==> src/rtl/core/pahp_pkg.sv <==
// Shared types, constants and register codes of the process alarm with peak hold.
package pahp_pkg;

  localparam int PV_W         = 16;
  localparam int SUM_W        = PV_W + 2;
  localparam int MODE_W       = 4;
  localparam int CFG_IDX_W    = 3;
  localparam int CFG_DATA_W   = 16;
  localparam int IN_TDATA_W   = 24;
  localparam int OUT_TDATA_W  = 40;
  localparam int STANDBY_BAND = 10;

  typedef enum logic [MODE_W-1:0] {
    MODE_OFF      = 4'd0,
    MODE_REL_BOTH = 4'd1,
    MODE_REL_HIGH = 4'd2,
    MODE_REL_LOW  = 4'd3,
    MODE_ABS_BOTH = 4'd4,
    MODE_ABS_HIGH = 4'd5,
    MODE_ABS_LOW  = 4'd6,
    MODE_HYS_HIGH = 4'd7,
    MODE_HYS_LOW  = 4'd8
  } mode_t;

  typedef enum logic [CFG_IDX_W-1:0] {
    REG_ALARM_MODE     = 3'd0,
    REG_SETPOINT       = 3'd1,
    REG_HIGH_LIMIT     = 3'd2,
    REG_LOW_LIMIT      = 3'd3,
    REG_STANDBY_ENABLE = 3'd4,
    REG_INVERT_ENABLE  = 3'd5,
    REG_HOLD_ENABLE    = 3'd6,
    REG_PEAK_ENABLE    = 3'd7
  } reg_idx_t;

  typedef struct packed {
    logic [MODE_W-1:0]      alarm_mode;
    logic signed [PV_W-1:0] setpoint;
    logic signed [PV_W-1:0] high_limit;
    logic signed [PV_W-1:0] low_limit;
    logic                   standby_enable;
    logic                   invert_enable;
    logic                   hold_enable;
    logic                   peak_enable;
  } cfg_t;

  typedef struct packed {
    logic                   alarm_latch;
    logic                   standby_ready;
    logic signed [PV_W-1:0] peak_high;
    logic signed [PV_W-1:0] peak_low;
  } state_t;

endpackage

==> src/rtl/core/process_alarm_with_peak_hold_core.sv <==
// Top level of the process alarm with peak hold: ports, configuration, stages and state.
// The block takes one process value request per clock and returns one result per request,
// in order. A request is captured in an input register. While it is held there and the
// output register can take a result, one short stage evaluates it, updates the alarm
// latch, standby flag and peaks, and loads the result into the output register, which
// holds it until taken. The sustained rate is one request per cycle as long as the
// result side keeps taking. Configuration is written through a plain indexed write port;
// the user must write it only while no request is in flight; the core does not enforce it.
module process_alarm_with_peak_hold_core import pahp_pkg::*; (
  input  logic                   clk,
  input  logic                   rst_n,
  input  logic                   in_tvalid,
  output logic                   in_tready,
  // [15:0] process_value, [16] clear_latch, [17] clear_peaks, [23:18] zero
  input  logic [IN_TDATA_W-1:0]  in_tdata,
  output logic                   out_tvalid,
  input  logic                   out_tready,
  // [0] alarm_out, [16:1] peak_high_out, [32:17] peak_low_out, [39:33] zero
  output logic [OUT_TDATA_W-1:0] out_tdata,
  input  logic                   cfg_we,
  input  logic [CFG_IDX_W-1:0]   cfg_index,
  input  logic [CFG_DATA_W-1:0]  cfg_wdata
);

  cfg_t                   cfg_r;
  logic                   in_valid_r;
  logic [IN_TDATA_W-1:0]  in_data_r;
  state_t                 state_r;
  state_t                 state_nxt;
  logic                   out_valid_r;
  logic [OUT_TDATA_W-1:0] out_data_r;
  logic                   alarm;
  logic                   advance;

  assign advance    = in_valid_r && (!out_valid_r || out_tready);
  assign in_tready  = !in_valid_r || advance;
  assign out_tvalid = out_valid_r;
  assign out_tdata  = out_data_r;

  always_ff @(posedge clk) begin
    if (!rst_n) begin
      cfg_r <= '0;
    end else if (cfg_we) begin
      unique case (reg_idx_t'(cfg_index))
        REG_ALARM_MODE:     cfg_r.alarm_mode     <= cfg_wdata[MODE_W-1:0];
        REG_SETPOINT:       cfg_r.setpoint       <= cfg_wdata[PV_W-1:0];
        REG_HIGH_LIMIT:     cfg_r.high_limit     <= cfg_wdata[PV_W-1:0];
        REG_LOW_LIMIT:      cfg_r.low_limit      <= cfg_wdata[PV_W-1:0];
        REG_STANDBY_ENABLE: cfg_r.standby_enable <= cfg_wdata[0];
        REG_INVERT_ENABLE:  cfg_r.invert_enable  <= cfg_wdata[0];
        REG_HOLD_ENABLE:    cfg_r.hold_enable    <= cfg_wdata[0];
        REG_PEAK_ENABLE:    cfg_r.peak_enable    <= cfg_wdata[0];
        default: ;
      endcase
    end
  end

  pahp_eval u_eval (
    .cfg_i       (cfg_r),
    .state_i     (state_r),
    .pv_i        (in_data_r[PV_W-1:0]),
    .clr_latch_i (in_data_r[PV_W]),
    .clr_peaks_i (in_data_r[PV_W+1]),
    .state_o     (state_nxt),
    .alarm_o     (alarm)
  );

  always_ff @(posedge clk) begin
    if (!rst_n) begin
      in_valid_r  <= 1'b0;
      out_valid_r <= 1'b0;
      state_r     <= '0;
    end else begin
      if (in_tready) begin
        in_valid_r <= in_tvalid;
      end
      if (advance) begin
        out_valid_r <= 1'b1;
        state_r     <= state_nxt;
      end else if (out_tready) begin
        out_valid_r <= 1'b0;
      end
    end
  end

  always_ff @(posedge clk) begin
    if (in_tready && in_tvalid) begin
      in_data_r <= in_tdata;
    end
    if (advance) begin
      out_data_r <= {(OUT_TDATA_W - 2*PV_W - 1)'(0), state_nxt.peak_low,
                     state_nxt.peak_high, alarm};
    end
  end

endmodule

==> src/rtl/core/pahp_eval.sv <==
// Combinational evaluation of one sample: peaks, standby, alarm mode, hold and invert.
module pahp_eval import pahp_pkg::*; (
  input  cfg_t                   cfg_i,
  input  state_t                 state_i,
  input  logic signed [PV_W-1:0] pv_i,
  input  logic                   clr_latch_i,
  input  logic                   clr_peaks_i,
  output state_t                 state_o,
  output logic                   alarm_o
);

  localparam logic signed [SUM_W-1:0] BAND = SUM_W'(STANDBY_BAND);

  logic signed [SUM_W-1:0] pv_x;
  logic signed [SUM_W-1:0] sp_x;
  logic signed [SUM_W-1:0] hi_x;
  logic signed [SUM_W-1:0] lo_x;
  logic signed [SUM_W-1:0] sp_plus_hi;
  logic signed [SUM_W-1:0] sp_minus_lo;
  logic signed [SUM_W-1:0] sp_plus_lo;
  logic signed [SUM_W-1:0] sp_minus_hi;
  logic                    in_band;
  logic signed [PV_W-1:0]  ph0;
  logic signed [PV_W-1:0]  pl0;
  logic                    latch0;
  logic                    latch1;
  logic                    ready1;
  logic                    raw_alarm;
  logic                    held_alarm;
  logic                    latch2;

  assign pv_x        = SUM_W'(pv_i);
  assign sp_x        = SUM_W'(cfg_i.setpoint);
  assign hi_x        = SUM_W'(cfg_i.high_limit);
  assign lo_x        = SUM_W'(cfg_i.low_limit);
  assign sp_plus_hi  = sp_x + hi_x;
  assign sp_minus_lo = sp_x - lo_x;
  assign sp_plus_lo  = sp_x + lo_x;
  assign sp_minus_hi = sp_x - hi_x;
  assign in_band     = (pv_x >= sp_x - BAND) && (pv_x <= sp_x + BAND);

  assign latch0 = clr_latch_i ? 1'b0 : state_i.alarm_latch;
  assign ph0    = clr_peaks_i ? pv_i : state_i.peak_high;
  assign pl0    = clr_peaks_i ? pv_i : state_i.peak_low;
  assign ready1 = cfg_i.standby_enable ? (state_i.standby_ready | in_band) : 1'b1;

  always_comb begin
    raw_alarm = 1'b0;
    latch1    = latch0;
    if (ready1) begin
      unique case (cfg_i.alarm_mode)
        MODE_REL_BOTH: raw_alarm = (pv_x > sp_plus_hi) || (pv_x < sp_minus_lo);
        MODE_REL_HIGH: raw_alarm = pv_x > sp_plus_hi;
        MODE_REL_LOW:  raw_alarm = pv_x < sp_minus_lo;
        MODE_ABS_BOTH: raw_alarm = (pv_x > hi_x) || (pv_x < lo_x);
        MODE_ABS_HIGH: raw_alarm = pv_x > hi_x;
        MODE_ABS_LOW:  raw_alarm = pv_x < lo_x;
        MODE_HYS_HIGH: begin
          latch1    = latch0 ? !(pv_x < sp_plus_lo) : (pv_x > sp_plus_hi);
          raw_alarm = latch1;
        end
        MODE_HYS_LOW: begin
          latch1    = latch0 ? !(pv_x > sp_minus_lo) : (pv_x < sp_minus_hi);
          raw_alarm = latch1;
        end
        default: raw_alarm = 1'b0;
      endcase
    end
  end

  assign latch2     = cfg_i.hold_enable ? (latch1 | raw_alarm) : latch1;
  assign held_alarm = cfg_i.hold_enable ? latch2 : raw_alarm;
  assign alarm_o    = held_alarm ^ cfg_i.invert_enable;

  always_comb begin
    state_o.alarm_latch   = latch2;
    state_o.standby_ready = ready1;
    state_o.peak_high     = ph0;
    state_o.peak_low      = pl0;
    if (cfg_i.peak_enable) begin
      if (ph0 < pv_i) state_o.peak_high = pv_i;
      if (pl0 > pv_i) state_o.peak_low  = pv_i;
    end
  end

endmodule

==> config.mk <==
export PLATFORM = sky130hd
export DESIGN_NAME = process_alarm_with_peak_hold_core
export DESIGN_NICKNAME = d
export VERILOG_FILES = /design/src/rtl/core/pahp_pkg.sv /design/src/rtl/core/process_alarm_with_peak_hold_core.sv /design/src/rtl/core/pahp_eval.sv
export SDC_FILE = /design/constraint.sdc
export NUM_CORES = 1
export LEC_CHECK = 0
export ABC_AREA = 1
export BUFFER_PORTS_ARGS = -buffer_cell sky130_fd_sc_hd__buf_2
export CORE_MARGIN = 3
export CORE_UTILIZATION = 50
export CTS_BUF_LIST = sky130_fd_sc_hd__clkbuf_8
export CTS_CLUSTER_DIAMETER = 100
export DETAILED_ROUTE_END_ITERATION = 6
export PLACE_DENSITY = 0.71
export SYNTH_ARGS = -nofsm -noshare
export SYNTH_HDL_FRONTEND = slang
export SYNTH_SLANG_ARGS = --single-unit
==> constraint.sdc <==
create_clock -name clk -period 9.2 [get_ports clk]
set_input_delay 0.92 -clock clk [delete_from_list [all_inputs] [get_ports clk]]
set_output_delay 0.92 -clock clk [all_outputs]
set_load 0.03 [all_outputs]
==> flow_metrics.py <==
metrics = {
    "synth": {
        "synthCells": 1839,
        "avgSynthCellArea_sq_um": 7.24,
        "ys_seq_elements": 143,
        "yosysSeqAreaShare_pct": 25.3,
        "yosysWarnings": 0,
        "synth_cell_types": 55,
        "synth_area_sq_um": 13300,
    },
    "timing": {
        "worstMarginPinSlew_ps": 990,
        "slew_headroom_pct": 34.0,
        "layout_min_cycle_time_ps": 4600,
        "slew_violations": 0,
        "hold_viol_final": 0,
        "setup_viol": 0,
        "rsz0062_at_grt": "no",
        "holdWs_ps": 504,
        "min_period_over_period_pct": 50.0,
        "fin_skew_ps": 17.4,
        "tns_ps": 0,
        "setup_ws_ps": 4600,
        "fmax_mhz": 217,
    },
    "worst_setup_path": {
        "crit_family": "simple AND/OR/NAND/NOR gates",
        "cp.arrival_ps": 4850,
        "cpMostUsedCell": "nand2_1",
        "worstSetupPathType": "flop to flop",
        "critPathBufInv": 2,
        "start_kind": "flop",
        "end_kind": "flop",
        "cp.required_ps": 9440,
        "cp_slowest_stage_delay_ps": 600,
        "cp_slowest_cell": "dfxtp_1",
        "crit_fanout": 8,
    },
    "placement": {
        "place_ws_ps": 4620,
        "port_buffers": 76,
        "hpwlAfterDp_um": 27600,
        "place_inst": 2187,
        "routabilityCongestion": 0.939,
    },
    "layout": {
        "drive_gt1_share_pct": 9.08,
        "stdcell_count": 2219,
        "areaGrowthSynthToFinish_pct": 6.69,
        "nets": 2149,
        "num_antenna_cells": 0,
    },
    "detailed_routing": {
        "routed_wl_um": 36500,
        "top_layer_used": "met4",
        "wl_per_cell_um": 16.4,
        "dr.pass1.iters": 7,
        "route.vias.total": 12200,
        "wl_met3_um": 2020,
        "wl_met2_um": 17100,
        "met1_length_um": 15900,
        "ant_nets": 0,
        "drt-vias-per-instance": 5.52,
        "dr.first_iter.drc_count": 1033,
        "drc_errors": 0,
    },
    "power_and_ir_drop": {
        "peakVddDrop_uv": 110,
        "seqPwrFrac_pct": 38.9,
        "swShare_pct": 39.8,
        "p_clk_share_pct": 26.7,
        "combinationalPowerShare_pct": 34.4,
        "pwr_density_cell_nw_per_um2": 132,
        "p_int_mw": 1.13,
        "leakage_nw": 7.13,
        "p_sw_mw": 0.749,
    },
    "die": {
        "core_sq_um": 26100,
        "die_width_um": 169,
        "rows": 59,
        "start_util_pct": 50.9,
        "floorplan.die_area_sq_um": 28600,
        "die_y_um": 169,
        "io_pins": 90,
    },
    "global_route": {
        "grt_overflow_total": 0,
        "grt_max_degree": 68,
        "antenna_found_initial": 0,
        "grt_usage_pct": 25.2,
        "grt_pass1_vias": 11600,
        "grt_first_pass_wirelength_um": 57500,
    },
    "clock_tree": {
        "cts-resized-gates": 0,
        "numClockSinks": 143,
        "htreeDepth": 4,
        "cts_buffer_depth": 2,
        "cts_tree": "yes",
        "postCtsSetupRepairBufs": 0,
        "numCtsBuffers": 17,
        "clk_latency_ps": 480,
        "cts.clk_slew.worst_paths_ps": 100,
        "postCtsHoldBufs": 0,
        "cts-root-buf": "clkbuf_8",
    },
    "status": {
        "status": "finished clean",
    },
    "flow_run": {
        "drv_cap": 0,
    },
    "worst_hold_path": {
        "hold_class": "flop to flop",
    },
}
-- kinds of logic after synthesis --
family	synth area share, %
xor+xnor	5.07
buf+inv	9.99
flops	25.3
simple gates	20.5
fa+ha+maj	21.8
compound gates	17.2
other cells	0.0282
-- metrics by stage --
stage | power, mW | instance area [sq um] | util, %
after floorplan | 1.22 | 13300 | -
after global placement | 1.36 | 13800 | 52.9
after detailed placement | 1.38 | 13800 | 52.9
after CTS | 1.88 | 14200 | 54.4
after global routing | 2.00 | 14200 | 54.4
final | 1.88 | 14200 | 54.4
-- routing by layer --
layer | global-route usage [%] | vias up
met3 | 3.31 | 88
met1 | 31.8 | 5600
met4 | 11.0 | 0
li1 | - | 6166
met2 | 43.3 | 391
met5 | 0 | -
-- cells in the final DEF (no fill, tap or decap), drive strengths merged, types with 3 or more instances in the layout --
master,Yosys,layout
clkbuf,43,18
nand2,356,356
dfxtp,92,92
a21o,11,11
o21a,6,6
xnor2,7,7
o21ai,171,171
o31ai,4,4
a211oi,3,3
nand3,59,59
nand4,39,39
nor4,5,5
conb,1,7
fa,4,4
edfxtp,51,51
a31oi,10,10
nor2,145,145
a21boi,6,6
clkinv,1,6
nor3,20,20
ha,226,226
inv,265,273
xor2,70,70
nor3b,3,3
buf,30,80
a21oi,191,191
-- Yosys cell counts, drive strengths merged --
cell | number | area share [%]
a211o | 1 | 0.066
a211oi | 3 | 0.26
a21boi | 6 | 0.34
a21o | 11 | 0.62
a21oi | 191 | 7.3
a22oi | 2 | 0.15
a31oi | 10 | 0.56
a41oi | 2 | 0.13
and3 | 2 | 0.094
buf | 30 | 1.3
clkbuf | 43 | 1.2
clkinv | 1 | 0.028
conb | 1 | 0.028
dfxtp | 92 | 14
edfxtp | 51 | 12
fa | 4 | 0.60
ha | 226 | 21
inv | 265 | 7.5
nand2 | 356 | 11
nand3 | 59 | 2.5
nand3b | 2 | 0.11
nand4 | 39 | 1.8
nor2 | 145 | 4.1
nor3 | 20 | 0.86
nor3b | 3 | 0.17
nor4 | 5 | 0.23
o2111ai | 1 | 0.066
o211ai | 2 | 0.11
o21a | 6 | 0.34
o21ai | 171 | 6.7
o21bai | 1 | 0.085
o221ai | 2 | 0.13
o311ai | 2 | 0.13
o31ai | 4 | 0.23
or2 | 2 | 0.094
or3 | 1 | 0.047
xnor2 | 7 | 0.46
xor2 | 70 | 4.6
-- sequential cells by signal (all words and copies together) (netlist names) --
| register | cells |
|---|---|
| cfg_r | 56 |
| state_r | 34 |
| out_tdata | 33 |
| in_data_r | 18 |
| in_valid_r | 1 |
| out_tvalid | 1 |
-- path summary, 6_finish.rpt --
check	start	end	slack, ps	cells past startpoint
setup reg to reg	cfg_r[37]	out_tdata[0]	4600	29
hold / removal	cfg_r[2]	cfg_r[2]	500	2
hold reg to reg	cfg_r[2]	cfg_r[2]	500	2
setup / recovery	cfg_r[37]	out_tdata[0]	4600	29
-- power by group through the flow --
stage | logic [mW] | registers [mW] | clock network (mW)
after floorplan | 0.477 | 0.744 | 0
after global placement | 0.619 | 0.743 | 0
after detailed placement | 0.639 | 0.745 | 0
after CTS | 0.643 | 0.730 | 0.508
after global routing | 0.738 | 0.735 | 0.529
final | 0.647 | 0.731 | 0.502
-- tightest hold or removal path, stage by stage, from the launching register on --
cell and delay (ps):
dfxtp_1 330, o21ai_0 70, a21oi_1 60
-- final cells by class --
type                            count  area [sq um]
Clock inverter                     14           120
Tap cell                          335           419
Multi-Input combinational cell   1363          8640
Clock buffer                       18           248
Inverter                          266           998
Sequential cell                   143          3370
Fill cell                        2585         11900
Timing Repair Buffer               80           410
No activity file was read; power rests on OpenSTA's default activity.
